<file path="config.mk">
export PLATFORM = sky130hd
export DESIGN_NAME = sc2x_cfg
export DESIGN_NICKNAME = d
export VERILOG_FILES = /design/src/design/sc2x_pkg.sv /design/src/design/sc2x_cfg.sv
export SDC_FILE = /design/constraint.sdc
export NUM_CORES = 1
export LEC_CHECK = 0
export CAP_MARGIN = 20
export CORE_ASPECT_RATIO = 2
export CORE_MARGIN = 8
export CORE_UTILIZATION = 44
export DETAILED_ROUTE_END_ITERATION = 6
export DONT_BUFFER_PORTS = 1
export PLACE_DENSITY = 0.6
export SYNTH_ARGS = -nofsm -noshare
export SYNTH_HDL_FRONTEND = slang
export SYNTH_SLANG_ARGS = --single-unit
</file>
<file path="constraint.sdc">
create_clock -name clk -period 1.1 [get_ports clk]
set_input_delay 0.22 -clock clk [delete_from_list [all_inputs] [get_ports clk]]
set_output_delay 0.22 -clock clk [all_outputs]
set_load 0.01 [all_outputs]
</file>
<file path="src/design/sc2x_pkg.sv">
// Shared constants and types of the Scale2x pixel upscaler
`default_nettype none

package sc2x_pkg;

    localparam int ROW_W      = 12;
    localparam int COL_W      = 11;
    localparam int WIDTH_W    = 12;
    localparam int HEIGHT_W   = 13;
    localparam int MAX_HEIGHT = 4096;
    localparam int APB_ADDR_W = 3;
    localparam int APB_DATA_W = 32;
    localparam int QUEUE_DEPTH = 4;

    localparam logic [APB_ADDR_W-1:0] ADDR_WIDTH  = 3'd0;
    localparam logic [APB_ADDR_W-1:0] ADDR_HEIGHT = 3'd4;

    // pixel slots of one queued item
    localparam int NUM_SLOTS = 7;
    localparam int SLOT_P    = 6;
    localparam int SLOT_E    = 5;
    localparam int SLOT_B2   = 4;
    localparam int SLOT_F    = 3;
    localparam int SLOT_W0   = 2;
    localparam int SLOT_W1   = 1;
    localparam int SLOT_W2   = 0;

    typedef enum logic [2:0] {
        BLK_UPPER  = 3'b001,
        BLK_LEFT   = 3'b010,
        BLK_CORNER = 3'b100
    } blk_kind_t;

    typedef struct packed {
        logic                restart;
        logic [HEIGHT_W-1:0] height;
        logic [WIDTH_W-1:0]  width;
    } frame_cfg_t;

    typedef struct packed {
        logic             has_up;
        logic             has_two;
        logic             has_left;
        logic             has_left2;
        logic             has_right;
        logic             last_row;
        logic             last_col;
        logic [ROW_W-1:0] row;
        logic [COL_W-1:0] col;
    } item_tag_t;

endpackage

`default_nettype wire

</file>
<file path="src/design/sc2x_cfg.sv">
// APB register bank: frame width and height
`default_nettype none

module sc2x_cfg (
    input  wire logic                            clk,
    input  wire logic                            rst_n,
    input  wire logic                            psel,
    input  wire logic                            penable,
    input  wire logic                            pwrite,
    input  wire logic [sc2x_pkg::APB_ADDR_W-1:0] paddr,
    input  wire logic [sc2x_pkg::APB_DATA_W-1:0] pwdata,
    output logic      [sc2x_pkg::APB_DATA_W-1:0] prdata,
    output logic                                 pready,
    output sc2x_pkg::frame_cfg_t                 cfg
);
    import sc2x_pkg::*;

    logic [WIDTH_W-1:0]  width_reg;
    logic [HEIGHT_W-1:0] height_reg;
    logic                wr_en;
    logic                wr_hit;

    assign pready = 1'b1;
    assign wr_en  = psel && penable && pwrite;

    always_comb
    begin
        unique case (paddr)
            ADDR_WIDTH:  wr_hit = wr_en;
            ADDR_HEIGHT: wr_hit = wr_en;
            default:     wr_hit = 1'b0;
        endcase
    end

    always_comb
    begin
        unique case (paddr)
            ADDR_WIDTH:  prdata = APB_DATA_W'(width_reg);
            ADDR_HEIGHT: prdata = APB_DATA_W'(height_reg);
            default:     prdata = '0;
        endcase
    end

    always_ff @(posedge clk or negedge rst_n)
    begin
        if (!rst_n)
        begin
            width_reg  <= WIDTH_W'(320);
            height_reg <= HEIGHT_W'(240);
        end
        else if (wr_en)
        begin
            if (paddr == ADDR_WIDTH)
            begin
                width_reg <= pwdata[WIDTH_W-1:0];
            end
            if (paddr == ADDR_HEIGHT)
            begin
                height_reg <= pwdata[HEIGHT_W-1:0];
            end
        end
    end

    assign cfg.restart = wr_hit;
    assign cfg.width   = width_reg;
    assign cfg.height  = height_reg;

endmodule

`default_nettype wire

</file>
==> flow_metrics.env <==
export IMPL_h_tree_levels=1
export IMPL_post_synth_cell_area_avg_um2=12.8
export IMPL_final_layout_size_suffix_gt1_share_pct=60.5
export IMPL_cts_max_path_buffers=2
export IMPL_clock_tree_from_tritoncts="built"
export IMPL_violations="negative setup slack"
export IMPL_post_route_worst_setup_slack_ps=-167
export IMPL_drt_pass1_iterations=2
export IMPL_critPathSlowestCell="sky130_fd_sc_hd__dfstp_2"
export IMPL_place_detailed_instances=143
export IMPL_maxClockFrequency_ghz=0.790
export IMPL_final_net_count=160
export IMPL_mappedNetlistArea_um2=1410
export IMPL_clk_pin_slew_ps=80
export IMPL_finalClockSkew_ps=0
export IMPL_viasPerCell=5.27
export IMPL_final_seq_area_um2=641
export IMPL_drt_iter0_drc=2
export IMPL_timing_max_transition_violations_final=0
export IMPL_cts_buffers=3
export IMPL_tritoncts_num_sinks=25
export IMPL_critical_path_class="register to output pin"
export IMPL_grt_ovfl_total=0
export IMPL_areaGrowthSynthToFinish_pct=13.0
export IMPL_numPortBuffers=0
export IMPL_routed_wirelength_mm=3.33
export IMPL_fp_dieH_um=95.9
export IMPL_top_level_ports=99
export IMPL_worstHoldPathCells=1
export IMPL_hold_worst_slack_ps=101
export IMPL_ys_seq_area_share_pct=45.1
export IMPL_path_cells="mux2i_1 -> nor2_2"
export IMPL_grt_total_usage_pct=11.7
export IMPL_core_box_area_um2=3120
export IMPL_ys_seq_elements=25
export IMPL_worstSetupStartpointType="register"
export IMPL_route_detailed_wl_per_inst_um=22.2
export IMPL_timing_hold_violations_final=0
export IMPL_largest_register_ffs=13
export IMPL_drv_max_cap_violation_count=0
export IMPL_antenna_diode_count=0
export IMPL_period_minus_slack_ps=1270
export IMPL_num_fill_cells=289
export IMPL_later_pin_clock_latency_in_the_skew_report_ps=260
export IMPL_setup_violations=19
export IMPL_timing_reg2reg_worst_path_depth=3
export IMPL_antenna_found_initial=0
export IMPL_yosys_cell_types_count=18
export IMPL_final_period_util_pct=115
export IMPL_crit_path_end_kind="output pin"
export IMPL_worst_path_stages=2
export IMPL_timing_critical_path_fanout_max=2
export IMPL_die_w_um=56.0
export IMPL_dp_final_hpwl_mm=2.54
export IMPL_crit_path_max_incr_delay_ps=550
export IMPL_routed_via_count=791
export IMPL_post_layout_total_power_mw=2.51
export IMPL_grt_start_max_net_pins=26
export IMPL_detail_route_drc_violations=0
export IMPL_ir_drop_uv=855
export IMPL_timing_setup_tns_ps=-1610
export IMPL_rsz0062_at_grt="yes"
export IMPL_first_global_vias=922
export IMPL_gpl_final_weighted_congestion=0.600
export IMPL_multi_input_comb_area_um2=707
export IMPL_critPathArrivalTime_ps=1050
export IMPL_cts_root_buf="sky130_fd_sc_hd__clkbuf_8"
export IMPL_floorplan_rows=29
export IMPL_worstHoldPathType="input port to register"
export IMPL_power_density_nw_per_um2=1580
export IMPL_post_layout_nonfiller_instances=150
export IMPL_worstPathRequired_ps=880
export IMPL_drt_antenna_violating_nets=0
export IMPL_path_delay_family="flip-flops"
export IMPL_global_route_wire_length_before_repair_mm=5.15
export IMPL_critical_path_buf_inv_count=0
export IMPL_netlist_instances=110
export IMPL_initial_core_util_pct=45.0
export IMPL_leakagePower_nw=0.751
export IMPL_synthesis_yosys_warnings=0
export IMPL_status="finished, violations left"
export IMPL_die_area_um2=5370
==> cell usage in the layout, fill, tap and decap left out, types with 2 or more instances in the layout <==
cell | Yosys | routed
sky130_fd_sc_hd__buf_12 | 0 | 3
sky130_fd_sc_hd__buf_4 | 21 | 4
sky130_fd_sc_hd__buf_6 | 3 | 5
sky130_fd_sc_hd__clkbuf_8 | 0 | 3
sky130_fd_sc_hd__conb_1 | 2 | 20
sky130_fd_sc_hd__dfrtp_1 | 19 | 13
sky130_fd_sc_hd__dfrtp_2 | 0 | 6
sky130_fd_sc_hd__dfstp_2 | 6 | 6
sky130_fd_sc_hd__mux2_2 | 15 | 9
sky130_fd_sc_hd__mux2_4 | 10 | 16
sky130_fd_sc_hd__mux2i_1 | 12 | 10
sky130_fd_sc_hd__mux2i_2 | 0 | 2
sky130_fd_sc_hd__nor2_2 | 0 | 13
==> power by group <==
| part | switching (mW) | internal [mW] |
|---|---|---|
| logic | 0.251 | 0.362 |
| clock network | 0.262 | 0.258 |
| registers | 0.238 | 1.14 |
==> cells by family after synthesis <==
group	Yosys count	synth area share, %
buf+inv	26	14.2
simple gates	20	8.91
other cells	2	0.534
flops	25	45.1
mux	37	31.3
==> timing repair <==
action                                 CTS  global route
hold buffers                             2             0
pin swaps                                0             0
resized for setup                       16            10
buffers inserted                         1             0
cloned                                   0             0
setup endpoints to repair               19            19
endpoints found under the hold margin   25             0
==> through the flow <==
step                utilization, %  area (um2)  setup slack (ps)
global route                  50.9        1590              -223
global placement              46.0        1440             -89.8
detailed placement            46.0        1440             -94.9
CTS                           50.2        1570              -172
finish                        50.9        1590              -167
floorplan                        -        1510              -104
==> cells in the mapped netlist <==
| cell | count | area, um2 |
|---|---|---|
| sky130_fd_sc_hd__clkbuf_1 | 1 | 3.75 |
| sky130_fd_sc_hd__nand4_4 | 1 | 21.3 |
| sky130_fd_sc_hd__buf_6 | 3 | 33.8 |
| sky130_fd_sc_hd__buf_4 | 21 | 158 |
| sky130_fd_sc_hd__nor2_4 | 1 | 11.3 |
| sky130_fd_sc_hd__or2_4 | 1 | 8.76 |
| sky130_fd_sc_hd__dfstp_2 | 6 | 158 |
| sky130_fd_sc_hd__nor2b_4 | 1 | 13.8 |
| sky130_fd_sc_hd__nand4_1 | 1 | 6.26 |
| sky130_fd_sc_hd__conb_1 | 2 | 7.51 |
| sky130_fd_sc_hd__mux2_2 | 15 | 169 |
| sky130_fd_sc_hd__mux2_4 | 10 | 150 |
| sky130_fd_sc_hd__and4_1 | 1 | 8.76 |
| sky130_fd_sc_hd__mux2i_1 | 12 | 120 |
| sky130_fd_sc_hd__and3_1 | 1 | 6.26 |
| sky130_fd_sc_hd__dfrtp_1 | 19 | 475 |
| sky130_fd_sc_hd__nor2_1 | 13 | 48.8 |
| sky130_fd_sc_hd__buf_2 | 1 | 5.00 |
==> layer usage <==
metal,vias up,GRT usage [%],part of all wire (%)
met5,-,0,0
li1,350,-,-
met3,2,4.89,9.9
met1,401,11.7,32
met4,0,3.63,0.60
met2,38,21.5,58
==> path summary, 6_finish.rpt <==
check                           slack (ps)           from             end
worst max-delay path                  -170  height_reg[6]       prdata[6]
worst max register to register         160  height_reg[7]   height_reg[7]
min in group asynchronous              380          rst_n  height_reg[10]
max in group asynchronous              490          rst_n    width_reg[8]
worst min-delay path                   100      pwdata[5]    width_reg[5]
worst min register to register         580   width_reg[9]    width_reg[9]
==> area by class of cell <==
cell class                 count  area share, %
multi-input combinational     77           44.5
sequential                    25           40.3
timing repair buffer          13           9.85
clock buffer                   4           2.84
tap                           31           2.44
No activity file was read; power rests on OpenSTA's default activity.
