<file path="src/design/sc2x_fifo.sv">
// Short register queue between front and back ends
`default_nettype none

module sc2x_fifo #(
    parameter int WIDTH = 8,
    parameter int DEPTH = 4
) (
    input  wire logic             clk,
    input  wire logic             rst_n,
    input  wire logic             in_valid,
    output logic                  in_ready,
    input  wire logic [WIDTH-1:0] in_data,
    output logic                  out_valid,
    input  wire logic             out_ready,
    output logic      [WIDTH-1:0] out_data
);
    localparam int AW = (DEPTH > 1) ? $clog2(DEPTH) : 1;

    logic [WIDTH-1:0] slots [DEPTH];
    logic [AW-1:0]    wr_ptr_reg;
    logic [AW-1:0]    rd_ptr_reg;
    logic [AW:0]      count_reg;
    logic             push;
    logic             pop;

    assign in_ready  = count_reg != (AW + 1)'(DEPTH);
    assign out_valid = count_reg != '0;
    assign out_data  = slots[rd_ptr_reg];
    assign push      = in_valid && in_ready;
    assign pop       = out_valid && out_ready;

    always_ff @(posedge clk)
    begin
        if (push)
        begin
            slots[wr_ptr_reg] <= in_data;
        end
    end

    always_ff @(posedge clk or negedge rst_n)
    begin
        if (!rst_n)
        begin
            wr_ptr_reg <= '0;
            rd_ptr_reg <= '0;
            count_reg  <= '0;
        end
        else
        begin
            if (push)
            begin
                wr_ptr_reg <= (32'(wr_ptr_reg) == DEPTH - 1) ? '0 : wr_ptr_reg + AW'(1);
            end
            if (pop)
            begin
                rd_ptr_reg <= (32'(rd_ptr_reg) == DEPTH - 1) ? '0 : rd_ptr_reg + AW'(1);
            end
            if (push && !pop)
            begin
                count_reg <= count_reg + (AW + 1)'(1);
            end
            else if (pop && !push)
            begin
                count_reg <= count_reg - (AW + 1)'(1);
            end
        end
    end

endmodule

`default_nettype wire

</file>
<file path="config.mk">
export PLATFORM = sky130hd
export DESIGN_NAME = sc2x_fifo
export DESIGN_NICKNAME = d
export VERILOG_FILES = /design/src/design/sc2x_fifo.sv
export SDC_FILE = /design/constraint.sdc
export NUM_CORES = 1
export LEC_CHECK = 0
export ABC_AREA = 1
export ABC_CLOCK_PERIOD_IN_PS = 2290
export BUFFER_PORTS_ARGS = -buffer_cell sky130_fd_sc_hd__buf_2
export CAP_MARGIN = 20
export CORE_MARGIN = 2
export CORE_UTILIZATION = 55
export CTS_CLUSTER_SIZE = 12
export DETAILED_ROUTE_END_ITERATION = 16
export PLACE_DENSITY_LB_ADDON = 0.12
export SYNTH_ARGS = -nofsm -noshare
export SYNTH_HDL_FRONTEND = slang
export SYNTH_SLANG_ARGS = --single-unit
</file>
<file path="constraint.sdc">
create_clock -name clk -period 2.29 [get_ports clk]
set_clock_uncertainty 0.2 [all_clocks]
set_input_delay 0.229 -clock clk [delete_from_list [all_inputs] [get_ports clk]]
set_output_delay 0.229 -clock clk [all_outputs]
set_load 0.05 [all_outputs]
</file>
==> metrics.csv, run 1 <==
stage,metric,value,unit
sta,fmax,0.481,GHz
yosys,sequential-to-total area share from yosys stat,64.8,%
yosys,most frequent cells after synthesis,"nand2_1 (37), edfxtp_1 (32), inv_1 (29)",
sta,max-slew violations,0,
sta,setup TNS,0,ns
floorplan,Die Area,3660,sq um
setup_path,required time of the critical path,2.30,ns
clock_network,CTS tree,done,
yosys,Yosys top cell by area,edfxtp_1,
route,Routed WL,2980,microns
pwr,Leak Pwr,0.914,nW
global_route,largest net degree at the start of global routing,36,
setup_path,Worst Setup SP,count_reg[1],
route,Vias/cell,4.97,
setup_path,WP data arrival,2.09,ns
yosys,synth warn,0,
sta,Tightest Pin Transition,0.330,ns
yosys,Netlist Area Pre-Place,1750,sq um
setup_path,CP Capture Type,flop,
yosys,most frequent cell after synthesis,nand2_1,
global_route,GRT Util Overall,18.9,%
global_route,first-pass GRT wire length,4830,microns
sta,minimum clock period,2.08,ns
cells_and_area,share of cells above drive strength 1,19.7,%
pwr,power consumption,2.72,mW
sta,setup violators final,0,
route,DR vias,1179,
route,antenna-violating nets left,0,
placement,RePlAce Congestion,0.828,
floorplan,Initial Util,57.5,%
global_route,met1 Resource Use GR,19.5,%
route,Routed WL per cell,12.6,microns
pwr,power density over cell area,1310,nW/um^2
yosys,Cells after Synth,152,
cells_and_area,n_diodes,0,
placement,DP Wirelength,2030,microns
clock_network,H-tree level count,2,
sta,Final Worst Setup Slack,0.212,ns
yosys,number of synthesized register bits,39,
min_path,Worst Hold Class,primary input to asynchronous set/reset pin,
clock_network,CTS Buf Count,5,
cells_and_area,area delta synth->final,17.9,%
cells_and_area,max reg flops,32,
global_route,number of global-route vias before repair,1157,
route,DRT iter0 DRCs,32,
floorplan,Top Ports,22,
yosys,"EDFF count, synth",32,
yosys,Cell variety after synth,16,
route,drt first pass iters,4,
floorplan,Core ar.,3050,sq um
yosys,post-synth top area share,54.8,%
placement,dpl ws,0.223,ns
clock_network,cts repair resizes,0,
setup_path,CP max FO,7,
setup_path,R2R Path Start,count_reg[1],
sta,final hold vios,0,
placement,# port buffers,21,
sta,Max-slew headroom,78.0,%
floorplan,Core Rows,20,
floorplan,Die Width,60.5,microns
floorplan,Die H,60.5,microns
setup_path,Worst setup SP type,flop,
yosys,synthesized area per cell,11.5,sq um
global_route,total congestion overflow,0,
sta,unrepaired setup endpoints after global routing,no,
clock_network,clock-pin slew of the registers on the worst-case setup and hold paths,0.10,ns
yosys,asr flop ratio synth,17.9,%
global_route,initial antenna violation count,0,
yosys,net count after synthesis,171,
flow_run,Max-Cap Viols,0,
yosys,top post-synthesis cells by area,"edfxtp_1 (55%), dfrtp_1 (10%), nand2_1 (7.9%), o211ai_1 (6.8%), inv_1 (6.2%)",
clock_network,CTS max path bufs,2,
cells_and_area,Register Area,1140,sq um
cells_and_area,Final #Nets,211,
clock_network,worst skew pair latency,0.33,ns
yosys,Synth Flop Type,edfxtp_1,
pwr,maximum vdd drop,0.000724,V
sta,Final period util,90.8,%
route,DRC,0,
clock_network,TritonCTS Sinks,39,
setup_path,critical path class,flop to flop,
cells_and_area,# fillers,260,
status,run status,finished clean,
global_route,GR met2 Demand/Resource,35.2,%
clock_network,clock root buffer master,clkbuf_4,
cells_and_area,Multi-input gate area,454,sq um
global_route,met3 usage,5.12,%
global_route,busiest layer in global routing,met2,
==> power by group <==
part | switching (mW) | internal (mW)
combinational | 0.972 | 0.384
sequential | 0.0859 | 0.951
clock | 0.203 | 0.120
==> kinds of logic (layout without fill, tap and decap cells) <==
logic type	count (synthesis)	in the layout	synth area share (%)
buffers and inverters	35	76	9.63
DFF	39	39	64.8
and+or+nand+nor	53	53	12.6
xor gates and xnor gates	1	1	0.499
adders and majority gates	7	7	5.42
AOI/OAI and AO/OA	17	17	7.13
==> per-layer routing <==
metal / share of wire (%) / vias to the layer above
li1: - / 583
met3: 3.0 / 9
met5: 0 / -
met2: 50 / 22
met4: 2.0 / 0
met1: 45 / 565
==> per-stage QoR <==
step	cells	util [%]	hold WS (ns)	area (sq um)
5_1_grt	237	67.7	0.0570	2070
6_report	237	67.7	0.0541	2070
4_1_cts	237	67.7	0.0249	2070
3_5_place_dp	218	62.5	-0.127	1910
2_1_floorplan	152	-	-0.267	1760
3_3_place_gp	218	62.5	-0.132	1910
==> path summary, 6_finish.rpt <==
check / cells past startpoint / slack, ns / to
min: 2 / 0.05 / count_reg[2]
min in group clk: 2 / 0.36 / wr_ptr_reg[1]
max: 9 / 0.21 / count_reg[1]
min reg2reg: 2 / 0.36 / wr_ptr_reg[1]
max in group asynchronous: 2 / 1.68 / count_reg[1]
max reg2reg: 9 / 0.21 / count_reg[1]
==> what timing repair did <==
action                    CTS  global route
setup buffers               0             0
hold endpoints to repair   43             0
hold buffers               11             0
==> cell type report <==
class                      instances  share of cell area, %
tap                               44                   2.66
sequential                        39                   54.9
clock buffer                       7                   2.18
timing repair buffer              38                   12.6
inverter                          30                   5.44
multi-input combinational         78                   22.0
clock inverter                     1                  0.242
==> layout by cell type, fill, tap and decap left out, drive strengths merged <==
| master | Yosys | routed |
|---|---|---|
| buf | 5 | 27 |
| clkbuf | 0 | 7 |
| clkinv | 0 | 1 |
| dfrtp | 7 | 7 |
| dlygate4sd3 | 0 | 11 |
| edfxtp | 32 | 32 |
| fa | 1 | 1 |
| ha | 6 | 6 |
| inv | 30 | 30 |
| nand2 | 39 | 39 |
| nand3 | 7 | 7 |
| nand4 | 1 | 1 |
| nor2 | 6 | 6 |
| o211ai | 16 | 16 |
| o21ai | 1 | 1 |
| xnor2 | 1 | 1 |
==> critical path, cell delays in order, from the launching register on <==
cell and delay (ns):
dfrtp_1 0.41, inv_1 0.12, nand3_2 0.14, nand2_2 0.14, inv_1 0.06, ha_1 0.21, inv_1 0.09, fa_1 0.42
nand2_1 0.09, o21ai_0 0.09
No activity file was read; power rests on OpenSTA's default activity.
==> run 2, diff against run 1 <==
Settings changed: ABC_CLOCK_PERIOD_IN_PS 2290 to 2200.
Clock period 2.29 ns to 2.2 ns, I/O delays scaled along.
==> run 2 against run 1 <==
Net effect:
- non-clock buffer count is the same
- sequential power about the same
- final cell count stayed put
- sequential share of layout area shrank 0.10 points
- first-iteration DRC count fell by 19%
==> metrics.csv, run 2 (same netlist as run 1, synthesis figures left out) <==
stage,metric,value,unit
cells_and_area,"commonest non-fill, non-tap cells in the layout","nand2_1 (37), edfxtp_1 (32), inv_1 (29)",
cells_and_area,Layout Cells excl Fill,237,
min_path,Worst Hold Class,primary input to asynchronous set/reset pin,
clock_network,CTS tree,done,
clock_network,clock-pin slew of the registers on the worst-case setup and hold paths,0.11,ns
setup_path,critical path class,flop to flop,
clock_network,TritonCTS Sinks,39,
cells_and_area,"Design Area, Final",2070,sq um
floorplan,Initial Util,57.5,%
placement,RePlAce Congestion,0.759,
setup_path,Worst setup SP type,flop,
placement,DP Wirelength,1920,microns
route,antenna-violating nets left,0,
setup_path,most frequent CP cell,inv_1,
cells_and_area,Multi-input gate area,454,sq um
global_route,largest net degree at the start of global routing,36,
floorplan,Die Width,60.5,microns
cells_and_area,area delta synth->final,18.1,%
setup_path,R2R Setup Slk,0.17,ns
setup_path,crit-path leading delay family,adder cells,
route,DRC,0,
pwr,maximum vdd drop,0.000819,V
route,drt first pass iters,4,
route,Routed WL,2850,microns
sta,setup TNS,0,ns
clock_network,hold-fix buffers at CTS,11,
placement,# port buffers,21,
clock_network,cts repair resizes,0,
floorplan,Die Area,3660,sq um
setup_path,CP Buf/Inv Count,3,
setup_path,CP cell instances,inv_1 -> nand3_2 -> nand2_2 -> inv_1 -> ha_1 -> inv_1 -> fa_1 -> nand2_1 -> o21ai_0,
setup_path,required time of the critical path,2.22,ns
placement,Post-DP Area,1910,sq um
setup_path,CP max FO,7,
sta,Max-slew headroom,78.2,%
sta,fmax,0.494,GHz
sta,final hold vios,0,
placement,DP Cell Count,218,
route,DRT iter0 DRCs,26,
cells_and_area,max reg flops,32,
cells_and_area,share of cells above drive strength 1,20.2,%
global_route,total congestion overflow,0,
floorplan,Core ar.,3050,sq um
flow_run,Max-Cap Viols,0,
pwr,power consumption,2.82,mW
sta,unrepaired setup endpoints after global routing,no,
floorplan,Die H,60.5,microns
route,Vias/cell,4.81,
cells_and_area,n_diodes,0,
placement,dpl ws,0.180,ns
route,Routed WL per cell,12.0,microns
clock_network,Post-CTS Setup Inserts,0,
sta,max-slew violations,0,
sta,final hold slack,0.0524,ns
sta,minimum clock period,2.03,ns
global_route,initial antenna violation count,0,
global_route,number of global-route vias before repair,1112,
clock_network,clock root buffer master,clkbuf_4,
setup_path,CP Capture Type,flop,
sta,Final period util,92.1,%
cells_and_area,"commonest non-fill, non-tap cell in the layout",nand2_1,
setup_path,"slowest stage delay, CP",0.42,ns
global_route,first-pass GRT wire length,4710,microns
pwr,power density over cell area,1360,nW/um^2
pwr,Leak Pwr,0.913,nW
floorplan,Top Ports,22,
cells_and_area,# fillers,248,
sta,setup violators final,0,
clock_network,CTS max path bufs,2,
route,DR vias,1141,
status,run status,finished clean,
sta,Final Worst Setup Slack,0.174,ns
sta,Tightest Pin Transition,0.327,ns
cells_and_area,"Core Util, Final",67.9,%
cells_and_area,Register Area,1140,sq um
setup_path,WP data arrival,2.04,ns
clock_network,CTS Buf Count,5,
cells_and_area,Final #Nets,211,
clock_network,worst skew pair latency,0.33,ns
clock_network,H-tree level count,2,
floorplan,Core Rows,20,
global_route,GRT Util Overall,18.5,%
setup_path,"Slowest-stage cell, CP",dfrtp_1,
run 2: layout make-up:
| type | count | area share, % |
|---|---|---|
| sequential | 39 | 54.8 |
| multi-input combinational | 78 | 21.9 |
| timing repair buffer | 38 | 12.6 |
| inverter | 30 | 5.43 |
| tap | 44 | 2.66 |
| clock buffer | 6 | 1.99 |
| clock inverter | 2 | 0.604 |
run 2: worst paths after layout:
check / from / to / depth (start not counted)
worst max-delay path: count_reg[1] / count_reg[1] / 9
worst min-delay path: rst_n / count_reg[2] / 2
worst max register to register: count_reg[1] / count_reg[1] / 9
worst min register to register: wr_ptr_reg[1] / wr_ptr_reg[1] / 2
max in group asynchronous: rst_n / count_reg[1] / 2
min in group clk: wr_ptr_reg[1] / wr_ptr_reg[1] / 2
run 2: per-layer routing:
metal,global-route usage (%),vias up,part of all wire (%)
met1,21.6,537,46
met4,8.07,0,1.5
met2,31.4,19,49
met3,6.40,4,4.0
li1,-,581,-
met5,0,-,0
run 2: power by group:
part / switching (mW) / total [mW] / internal, mW
Combinational: 1.01 / 1.41 / 0.400
Sequential: 0.0809 / 1.07 / 0.990
Clock: 0.221 / 0.344 / 0.123
Total: 1.31 / 2.82 / 1.51
run 2: worst register-to-register path, cell delays in order (launching register included):
cell and delay [ns]:
dfrtp_1 0.42, inv_1 0.12, nand3_2 0.13, nand2_2 0.14, inv_1 0.06, ha_1 0.21, inv_1 0.09, fa_1 0.41
nand2_1 0.07, o21ai_0 0.07
